**src/hdl/tsrf_pkg.sv**
```systemverilog
`timescale 1ns / 1ps
// ----------------------------------------------------------------------------
// tsrf_pkg
// Shared types, sizes and helpers for the timing-frame receive framer.
// ----------------------------------------------------------------------------
package tsrf_pkg;

    localparam int RING_DEPTH = 64;
    localparam int SLOT_COUNT = 16;

    localparam int RING_AW = (RING_DEPTH > 2) ? $clog2(RING_DEPTH) : 1;
    localparam int SLOT_AW = (SLOT_COUNT > 1) ? $clog2(SLOT_COUNT) : 1;

    localparam int SEC_W   = 32;
    localparam int HM_W    = 11;
    localparam int BYTE_W  = 8;
    localparam int SIDX_W  = 4;

    // stream payload widths (packed fields, zero filled to whole bytes)
    localparam int S_DATA_W = 56;
    localparam int S_USER_W = 2;
    localparam int M_DATA_W = 144;

    // configuration port
    localparam int CFG_AW = 4;
    localparam int CFG_DW = 32;

    typedef enum logic [1:0] {
        ACT_RX_BYTE = 2'd0,
        ACT_POP     = 2'd1,
        ACT_FLUSH   = 2'd2,
        ACT_SLOT_RD = 2'd3
    } t_action;

    typedef enum logic [1:0] {
        REG_MASTER_MODE = 2'd0,
        REG_HEADER_CODE = 2'd1,
        REG_SYNC_CODE   = 2'd2,
        REG_DELAY_CODE  = 2'd3
    } t_cfg_reg;

    typedef struct packed {
        logic [SEC_W-1:0] sec;
        logic [HM_W-1:0]  hm;
    } t_stamp;

    // result fields held between the work stage and the output register
    typedef struct packed {
        logic   pop_hit;
        logic   avail;
        logic   pulse;
        t_stamp slot;
        t_stamp sync;
        t_stamp delay;
    } t_result;

    function automatic logic [RING_AW-1:0] ring_next(input logic [RING_AW-1:0] p);
        logic [RING_AW-1:0] q;
        if (p == RING_AW'(RING_DEPTH - 1)) begin
            q = '0;
        end else begin
            q = p + RING_AW'(1);
        end
        return q;
    endfunction

endpackage

```
**src/hdl/timesync_rx_framer_ring.sv**
```systemverilog
`timescale 1ns / 1ps
// ----------------------------------------------------------------------------
// timesync_rx_framer_ring
// Receive byte ring with header detection, time-stamp latch, master slot
// table and slave sync / delay-response capture.
// ----------------------------------------------------------------------------
//
//  channel   | direction | handshake                      | carries
//  ----------+-----------+--------------------------------+-------------------
//  s_axis    | in        | s_axis_tvalid / s_axis_tready  | action, byte, clock
//  m_axis    | out       | m_axis_tvalid / m_axis_tready  | one result per item
//  apb       | in        | psel & penable & pwrite        | mode and codes
//
//  One transfer is taken per clock while s_axis_tready is high; a result
//  passes the work stage, then the output register. All state updates
//  happen at the accepting edge, so the next item sees them at once. The
//  ring read port is registered alongside the work stage.
//  Reset (i_rst_n low, synchronous) empties the ring and clears pointers,
//  flags, latched times and every slot. Ring contents are not cleared.
//  A stall on m_axis holds the output register; the work stage keeps one
//  more result, and s_axis_tready drops only when both are full.
// ----------------------------------------------------------------------------
module timesync_rx_framer_ring (
    input  logic                            i_clk,
    input  logic                            i_rst_n,

    // s_axis_tdata: rx_byte[7:0], now_second[39:8], now_halfmillis[50:40],
    //               now_sign[51], slot_index[55:52]
    input  logic                            s_axis_tvalid,
    output logic                            s_axis_tready,
    input  logic [tsrf_pkg::S_DATA_W-1:0]   s_axis_tdata,
    // s_axis_tuser: action[1:0]
    input  logic [tsrf_pkg::S_USER_W-1:0]   s_axis_tuser,

    // m_axis_tdata: read_byte[7:0], byte_available[8], sync_pulse[9],
    //               slot_second[41:10], slot_halfmillis[52:42],
    //               sync_time_second[84:53], sync_time_halfmillis[95:85],
    //               delay_time_second[127:96], delay_time_halfmillis[138:128],
    //               zero fill [143:139]
    output logic                            m_axis_tvalid,
    input  logic                            m_axis_tready,
    output logic [tsrf_pkg::M_DATA_W-1:0]   m_axis_tdata,

    input  logic                            psel,
    input  logic                            penable,
    input  logic                            pwrite,
    input  logic [tsrf_pkg::CFG_AW-1:0]     paddr,
    input  logic [tsrf_pkg::CFG_DW-1:0]     pwdata,
    output logic [tsrf_pkg::CFG_DW-1:0]     prdata,
    output logic                            pready
);
    import tsrf_pkg::*;

    // ------------------------------------------------------------------
    // Configuration registers
    // ------------------------------------------------------------------
    logic        r_master_mode;
    logic [7:0]  r_header_code;
    logic [7:0]  r_sync_code;
    logic [7:0]  r_delay_code;
    logic        cfg_wr;
    t_cfg_reg    cfg_sel;

    assign pready  = 1'b1;
    assign cfg_wr  = psel & penable & pwrite & pready;
    assign cfg_sel = t_cfg_reg'(paddr[3:2]);

    always_ff @(posedge i_clk) begin
        if (!i_rst_n) begin
            r_master_mode <= 1'b0;
            r_header_code <= 8'd0;
            r_sync_code   <= 8'd1;
            r_delay_code  <= 8'd2;
        end else if (cfg_wr) begin
            case (cfg_sel)
                REG_MASTER_MODE: r_master_mode <= pwdata[0];
                REG_HEADER_CODE: r_header_code <= pwdata[7:0];
                REG_SYNC_CODE:   r_sync_code   <= pwdata[7:0];
                REG_DELAY_CODE:  r_delay_code  <= pwdata[7:0];
                default:         r_master_mode <= r_master_mode;
            endcase
        end
    end

    always_comb begin
        case (cfg_sel)
            REG_MASTER_MODE: prdata = {31'd0, r_master_mode};
            REG_HEADER_CODE: prdata = {24'd0, r_header_code};
            REG_SYNC_CODE:   prdata = {24'd0, r_sync_code};
            REG_DELAY_CODE:  prdata = {24'd0, r_delay_code};
            default:         prdata = '0;
        endcase
    end

    // ------------------------------------------------------------------
    // Input field split
    // ------------------------------------------------------------------
    t_action            in_action;
    logic [7:0]         in_byte;
    t_stamp             in_now;
    logic [SIDX_W-1:0]  in_slot_idx;

    assign in_action   = t_action'(s_axis_tuser[1:0]);
    assign in_byte     = s_axis_tdata[7:0];
    assign in_now.sec  = s_axis_tdata[39:8];
    assign in_now.hm   = s_axis_tdata[50:40];
    // now_sign (bit 51) feeds no result and is not kept
    assign in_slot_idx = s_axis_tdata[55:52];

    // ------------------------------------------------------------------
    // Pipeline control: work stage (s1) and output register
    // ------------------------------------------------------------------
    logic     r_s1_valid;
    t_result  r_s1;
    logic     r_o_valid;
    logic [M_DATA_W-1:0] r_o_data;
    logic     s1_move;
    logic     accept;

    // s1 moves on when the output register is empty or being drained
    assign s1_move       = r_s1_valid & (~r_o_valid | m_axis_tready);
    assign s_axis_tready = ~r_s1_valid | ~r_o_valid | m_axis_tready;
    assign accept        = s_axis_tvalid & s_axis_tready;

    // ------------------------------------------------------------------
    // Framer state
    // ------------------------------------------------------------------
    logic [RING_AW-1:0] r_wpos, r_rpos;
    logic               r_await_ident;
    logic               r_type_armed;
    t_stamp             r_header_time;
    t_stamp             r_sync_time;
    t_stamp             r_delay_time;
    t_stamp             r_slot [SLOT_COUNT];
    logic [BYTE_W-1:0]  r_ring [RING_DEPTH];
    logic [BYTE_W-1:0]  r_rd_data;

    logic [RING_AW-1:0] n_wpos, n_rpos;
    logic               n_await_ident;
    logic               n_type_armed;
    t_stamp             n_header_time;
    t_stamp             n_sync_time;
    t_stamp             n_delay_time;
    logic               slot_we;
    logic [SLOT_AW-1:0] slot_wa;
    t_stamp             slot_wd;
    t_result            n_s1;

    logic               is_header;
    logic               id_in_range;
    logic               rd_in_range;
    logic               armed_eff;
    logic [7:0]         slot_idx8;

    assign is_header   = (in_byte == r_header_code);
    assign id_in_range = ({1'b0, in_byte} < 9'(SLOT_COUNT));
    assign slot_idx8   = {{(8 - SIDX_W){1'b0}}, in_slot_idx};
    assign rd_in_range = ({1'b0, slot_idx8} < 9'(SLOT_COUNT));
    // an identifier of zero arms the type check on this same byte
    assign armed_eff   = r_type_armed | (r_await_ident & (in_byte == 8'd0));

    always_comb begin
        n_wpos        = r_wpos;
        n_rpos        = r_rpos;
        n_await_ident = r_await_ident;
        n_type_armed  = r_type_armed;
        n_header_time = r_header_time;
        n_sync_time   = r_sync_time;
        n_delay_time  = r_delay_time;
        slot_we       = 1'b0;
        slot_wa       = '0;
        slot_wd       = r_header_time;
        n_s1          = '0;

        case (in_action)
            ACT_RX_BYTE: begin
                n_wpos = ring_next(r_wpos);
                if (is_header) begin
                    // header wins: latch time, re-arm identifier wait
                    n_s1.pulse    = 1'b1;
                    n_await_ident = 1'b1;
                    n_header_time = in_now;
                    if (r_master_mode) begin
                        slot_we = 1'b1;
                        slot_wa = '0;
                        slot_wd = in_now;
                    end
                end else if (r_master_mode) begin
                    if (r_await_ident) begin
                        n_await_ident = 1'b0;
                        n_type_armed  = 1'b1;
                        slot_we       = id_in_range;
                        slot_wa       = in_byte[SLOT_AW-1:0];
                    end
                end else begin
                    if (r_await_ident) begin
                        n_await_ident = 1'b0;
                        n_type_armed  = armed_eff;
                    end
                    if (armed_eff) begin
                        // delay response takes precedence when codes match
                        if (in_byte == r_delay_code) begin
                            n_delay_time = r_header_time;
                        end else if (in_byte == r_sync_code) begin
                            n_sync_time = r_header_time;
                        end
                    end
                end
            end
            ACT_POP: begin
                if (r_rpos != r_wpos) begin
                    n_s1.pop_hit = 1'b1;
                    n_rpos       = ring_next(r_rpos);
                end
            end
            ACT_FLUSH: begin
                n_rpos = r_wpos;
            end
            ACT_SLOT_RD: begin
                if (rd_in_range) begin
                    n_s1.slot = r_slot[slot_idx8[SLOT_AW-1:0]];
                end
            end
            default: begin
                n_rpos = r_rpos;
            end
        endcase

        n_s1.avail = (n_rpos != n_wpos);
        n_s1.sync  = n_sync_time;
        n_s1.delay = n_delay_time;
    end

    always_ff @(posedge i_clk) begin
        if (!i_rst_n) begin
            r_wpos        <= '0;
            r_rpos        <= '0;
            r_await_ident <= 1'b0;
            r_type_armed  <= 1'b0;
            r_header_time <= '0;
            r_sync_time   <= '0;
            r_delay_time  <= '0;
            for (int i = 0; i < SLOT_COUNT; i++) begin
                r_slot[i] <= '0;
            end
        end else if (accept) begin
            r_wpos        <= n_wpos;
            r_rpos        <= n_rpos;
            r_await_ident <= n_await_ident;
            r_type_armed  <= n_type_armed;
            r_header_time <= n_header_time;
            r_sync_time   <= n_sync_time;
            r_delay_time  <= n_delay_time;
            if (slot_we) begin
                r_slot[slot_wa] <= slot_wd;
            end
        end
    end

    // ring memory: one write port, one registered read port
    always_ff @(posedge i_clk) begin
        if (accept && (in_action == ACT_RX_BYTE)) begin
            r_ring[r_wpos] <= in_byte;
        end
    end

    // read data holds until the next pop, so a stalled s1 keeps its byte
    always_ff @(posedge i_clk) begin
        if (accept && (in_action == ACT_POP)) begin
            r_rd_data <= r_ring[r_rpos];
        end
    end

    // ------------------------------------------------------------------
    // Work stage and output register
    // ------------------------------------------------------------------
    always_ff @(posedge i_clk) begin
        if (!i_rst_n) begin
            r_s1_valid <= 1'b0;
        end else if (accept) begin
            r_s1_valid <= 1'b1;
        end else if (s1_move) begin
            r_s1_valid <= 1'b0;
        end
    end

    always_ff @(posedge i_clk) begin
        if (accept) begin
            r_s1 <= n_s1;
        end
    end

    always_ff @(posedge i_clk) begin
        if (!i_rst_n) begin
            r_o_valid <= 1'b0;
        end else if (s1_move) begin
            r_o_valid <= 1'b1;
        end else if (m_axis_tready) begin
            r_o_valid <= 1'b0;
        end
    end

    always_ff @(posedge i_clk) begin
        if (s1_move) begin
            r_o_data <= {5'd0,
                         r_s1.delay.hm, r_s1.delay.sec,
                         r_s1.sync.hm,  r_s1.sync.sec,
                         r_s1.slot.hm,  r_s1.slot.sec,
                         r_s1.pulse, r_s1.avail,
                         (r_s1.pop_hit ? r_rd_data : 8'd0)};
        end
    end

    assign m_axis_tvalid = r_o_valid;
    assign m_axis_tdata  = r_o_data;

endmodule
```
**config.mk**
```make
export PLATFORM = sky130hd
export DESIGN_NAME = timesync_rx_framer_ring
export DESIGN_NICKNAME = d
export VERILOG_FILES = /design/src/hdl/tsrf_pkg.sv /design/src/hdl/timesync_rx_framer_ring.sv
export SDC_FILE = /design/constraint.sdc
export NUM_CORES = 2
export LEC_CHECK = 0
export ABC_AREA = 1
export ABC_CLOCK_PERIOD_IN_PS = 12500
export BUFFER_PORTS_ARGS = -buffer_cell sky130_fd_sc_hd__buf_4
export CAP_MARGIN = 0
export CORE_AREA = 3 3 326 360
export CTS_BUF_LIST = sky130_fd_sc_hd__clkbuf_4 sky130_fd_sc_hd__clkbuf_8 sky130_fd_sc_hd__clkbuf_16
export DETAILED_ROUTE_END_ITERATION = 16
export DIE_AREA = 0 0 329 363
export PLACE_DENSITY_LB_ADDON = 0.05
export SLEW_MARGIN = 20
export SYNTH_ARGS = -nofsm -noshare
export SYNTH_HDL_FRONTEND = slang
export SYNTH_SLANG_ARGS = --single-unit
```
**constraint.sdc**
```tcl
create_clock -name i_clk -period 12.5 [get_ports i_clk]
set_input_delay 0 -clock i_clk [delete_from_list [all_inputs] [get_ports i_clk]]
set_output_delay 0 -clock i_clk [all_outputs]
set_load 0.01 [all_outputs]
```
==> summary.md <==
| Metric | Value |
|---|---|
| Switching share of total power | 0.224 |
| CTS resizes | 0 |
| Synth Cell Area | 68300 sq um |
| Vias in the first global route | 45700 |
| Post-synth EDFFs | 1479 |
| Maxcap violations | 0 |
| Post-Route Setup TNS | 0 ns |
| Clock transition at path regs | 0.06 ns |
| Port bufs | about 220 |
| Int Power | a little over 9 mW |
| Clk sinks | 1649 |
| CP endpoint | r_rd_data[4] |
| Final Core Density | 0.672 |
| CP Cell Sequence | buf_4 -> buf_4 -> o21ai_0 -> o22ai_1 -> o21ai_0 -> o211ai_1 -> nand3_1 -> nand3_1 |
| Period utilization | 0.350 |
| CP Capture Type | flip-flop |
| Startpoint Class | flip-flop |
| Area Overhead vs Synth | 12.3% |
| Clock power share | 0.408 |
| Placed inst area | 70500 sq um |
| Slowest cell on crit path | buf_4 |
| Worst reg2reg startpoint | r_rpos[0] |
| GRT overflow | 0 |
| Async S/R FF share, synth | 0 |
| Core ar. | approximately 110000 sq um |
| Part of the Yosys area used for sequential elements | 0.700 |
| Worst min-delay path startpoint | pwdata[1] |
| Via count | around 48000 |
| WL final | approximately 190000 um |
| CTS Buf Count | ~160 |
| Critical Path AT | roughly 5 ns |
| Final setup violation count | 0 |
| Gpl congestion | 0.907 |
| Share of cells above drive strength 1 | 0.111 |
| Ys flop type | edfxtp_1 |
| Final min period | 4.37 ns |
| PwrDens | between 150 and 200 nW/um^2 |
| TritonRoute pass-1 iters | 8 |
| H-tree Lvls | 4 |
| Seq cells post-synth | 1649 |
| Maximum vdd drop | between 0.1 and 0.15 mV |
| Crit path buf inv count | 2 |
| Worst reg2reg setup slack | 8.13 ns |
| ANT nets after route | 0 |
| Outcome | complete, no violations |
| DRC Markers | 0 |
| Clk buf depth | 3 |
| WL/cell | ~25 um |
| Initial antenna violation count | 6 |
| Die X | 329 um |
| Mapped Avg Cell Area | 11.5 sq um |
| LEAKAGE | 26.9 nW |
| Die height | 363 um |
| WP data required | ~13 ns |
| Count of different cell masters after synthesis | 40 |
| WP depth | 8 |
| Initial Util | 0.599 |
| Sw Pwr | roughly 2.7 mW |
| Rel. slew slack | 0.250 |
| Largest net degree at the start of global routing | 199 |
| First DRT Iteration DRCs | ~5900 |
| Final instance area | 76600 sq um |
| Logic pwr share | 0.068 |
| Register share of total power | 0.523 |
| Worst setup path startpoint | r_rpos[0] |
| WS Path Type | reg2reg |
| Post-layout net count | about 6200 |
| Worst Tran Pin Value | ~1.1 ns |
| Slew Viols, Final | 0 |
| Skew final | 0.0210 ns |
| IO Count | 280 |
| Row count | 130 |
| Synth Warn # | 0 |
| Depth of the most critical reg-to-reg path | 8 |
| Skew-Pair Late Insertion Delay | 0.78 ns |
| First-pass GRT wire length | 282000 um |
| Endpoints failing hold | 0 |
| RSZ-0062 raised after global routing | false |
| Worst Path Max Fanout | 100 |
| Root buffer cell | clkbuf_16 |
| F_max | roughly 230 MHz |
| Routed vias/inst | 6.18 |
| Slowest Stage Delay on Critical Path | 0.88 ns |
| Mapped Cells | slightly below 6000 |
| Capture point of the worst reg-to-reg path | r_rd_data[4] |
| TritonCTS clock tree | done |
| Die Area | approximately 120000 sq um |
| Cell family with most CP delay | buffers and inverters |
| Hold Path Class | in2reg |
| GRT Overall Usage | 0.317 |
| DP HPWL | 103000 um |
## state kept, by name, indices dropped and copies added, names as in the netlist, 6 cells and up
signal / count
r_s1: 132
r_slot: 688
r_rd_data: 8
m_axis_tdata: 139
r_delay_time: 43
r_ring: 512
r_wpos: 6
r_sync_time: 43
r_rpos: 6
r_sync_code: 8
r_delay_code: 8
r_header_time: 43
r_header_code: 8
## worst min-delay path: stages
cell	delay [ns]
dlygate4sd3_1	0.54
buf_4	0.12
nand2_1	0.05
o211ai_1	0.08
## metal layers
layer,global-route usage,wire length [um],vias to the layer above
li1,-,-,21300
met1,0.419,72700,23400
met2,0.528,93300,2442
met3,0.0485,16900,431
met4,0.131,7390,2
met5,0,13,-
## what timing repair did
item	in CTS	in global routing
setup buffers	0	0
hold buffers	83	0
hold endpoints to repair	1179	0
## power by group through the flow
stage / Clock [mW] / Sequential (mW) / Combinational [mW]
finish: 4.86 / 6.23 / 0.812
floorplan: 0 / 6.34 / 0.465
global placement: 0 / 6.34 / 0.765
global route: 5.12 / 6.24 / 0.881
detailed placement: 0 / 6.35 / 0.780
CTS: 4.90 / 6.23 / 0.805
## metrics by stage
| step | setup WS (ns) | hold slack (ns) | total power, mW | std cells |
|---|---|---|---|---|
| floorplan | 4.75 | 0.0989 | 6.80 | 5988 |
| global placement | 8.23 | 0.242 | 7.11 | 7317 |
| detailed placement | 8.19 | 0.254 | 7.13 | 7317 |
| CTS | 8.23 | 0.00113 | 11.9 | 7700 |
| global route | 7.94 | 0.0615 | 12.2 | 7702 |
| finish | 8.13 | 0.0629 | 11.9 | 7704 |
## worst min-delay path by stage
stage | to | cells past startpoint
after floorplan | r_ring[0][0] | 0
after global placement | r_delay_code[1] | 3
after detailed placement | r_sync_code[7] | 3
after CTS | r_delay_code[1] | 4
after global routing | r_delay_code[1] | 4
final | r_delay_code[1] | 4
## cells in the final DEF (no fill, tap or decap), types with 16 or more instances in the layout
cell type	count
o21ai_1	58
nand2_1	375
o21ai_4	40
clkbuf_16	173
nand2_2	18
a21oi_1	129
clkinv_2	32
nand3_2	16
nand3_1	228
o22ai_1	81
buf_4	295
o21ai_0	713
conb_1	30
o221ai_1	229
nand4_1	17
dlygate4sd3_1	83
clkbuf_4	50
edfxtp_1	1479
dfxtp_1	167
clkinv_1	26
nor2_1	1572
o211ai_1	77
inv_1	203
## layout make-up
class	instances	area [sq um]
sequential	1649	47800
fill	8450	37400
multi-input combinational	3630	17600
clock buffer	233	4840
timing repair buffer	380	3080
tap	1518	1900
inverter	223	855
clock inverter	67	503
antenna	4	10.0
## cells by family after synthesis
kind of cell / share of synthesized area
other: 0.000110
AND/OR/NAND/NOR: 0.131
XOR/XNOR: 0.00115
flip-flops: 0.700
AO/OA/AOI/OAI: 0.122
buffers and inverters: 0.0444
adder cells (fa/ha/maj): 0.00110
## cells in the mapped netlist (2+ instances only)
cell type / n / area, sq um
nor2_1: 1573 / 5900
edfxtp_1: 1479 / 44400
o21ai_0: 713 / 3570
nand2_1: 394 / 1480
clkbuf_1: 339 / 1270
nand3_1: 230 / 1150
o221ai_1: 229 / 2010
inv_1: 207 / 777
dfxtp_1: 170 / 3400
a21oi_1: 130 / 651
o22ai_1: 81 / 507
o211ai_1: 77 / 578
buf_4: 71 / 533
o21ai_1: 58 / 290
buf_2: 55 / 275
o21ai_4: 40 / 651
nand4_1: 17 / 106
buf_1: 16 / 60.1
nand3_2: 14 / 140
clkinv_1: 8 / 30.0
inv_2: 8 / 30.0
xor2_1: 7 / 61.3
ha_1: 6 / 75.1
buf_6: 5 / 56.3
nor3_1: 5 / 25.0
nor2_2: 4 / 25.0
o21ai_2: 3 / 26.3
or2_2: 3 / 18.8
conb_1: 2 / 7.51
nand2_2: 2 / 12.5
nand3b_1: 2 / 15.0
nor2_4: 2 / 22.5
nor3_2: 2 / 20.0
xnor2_1: 2 / 17.5
No activity file was read; power rests on OpenSTA's default activity.
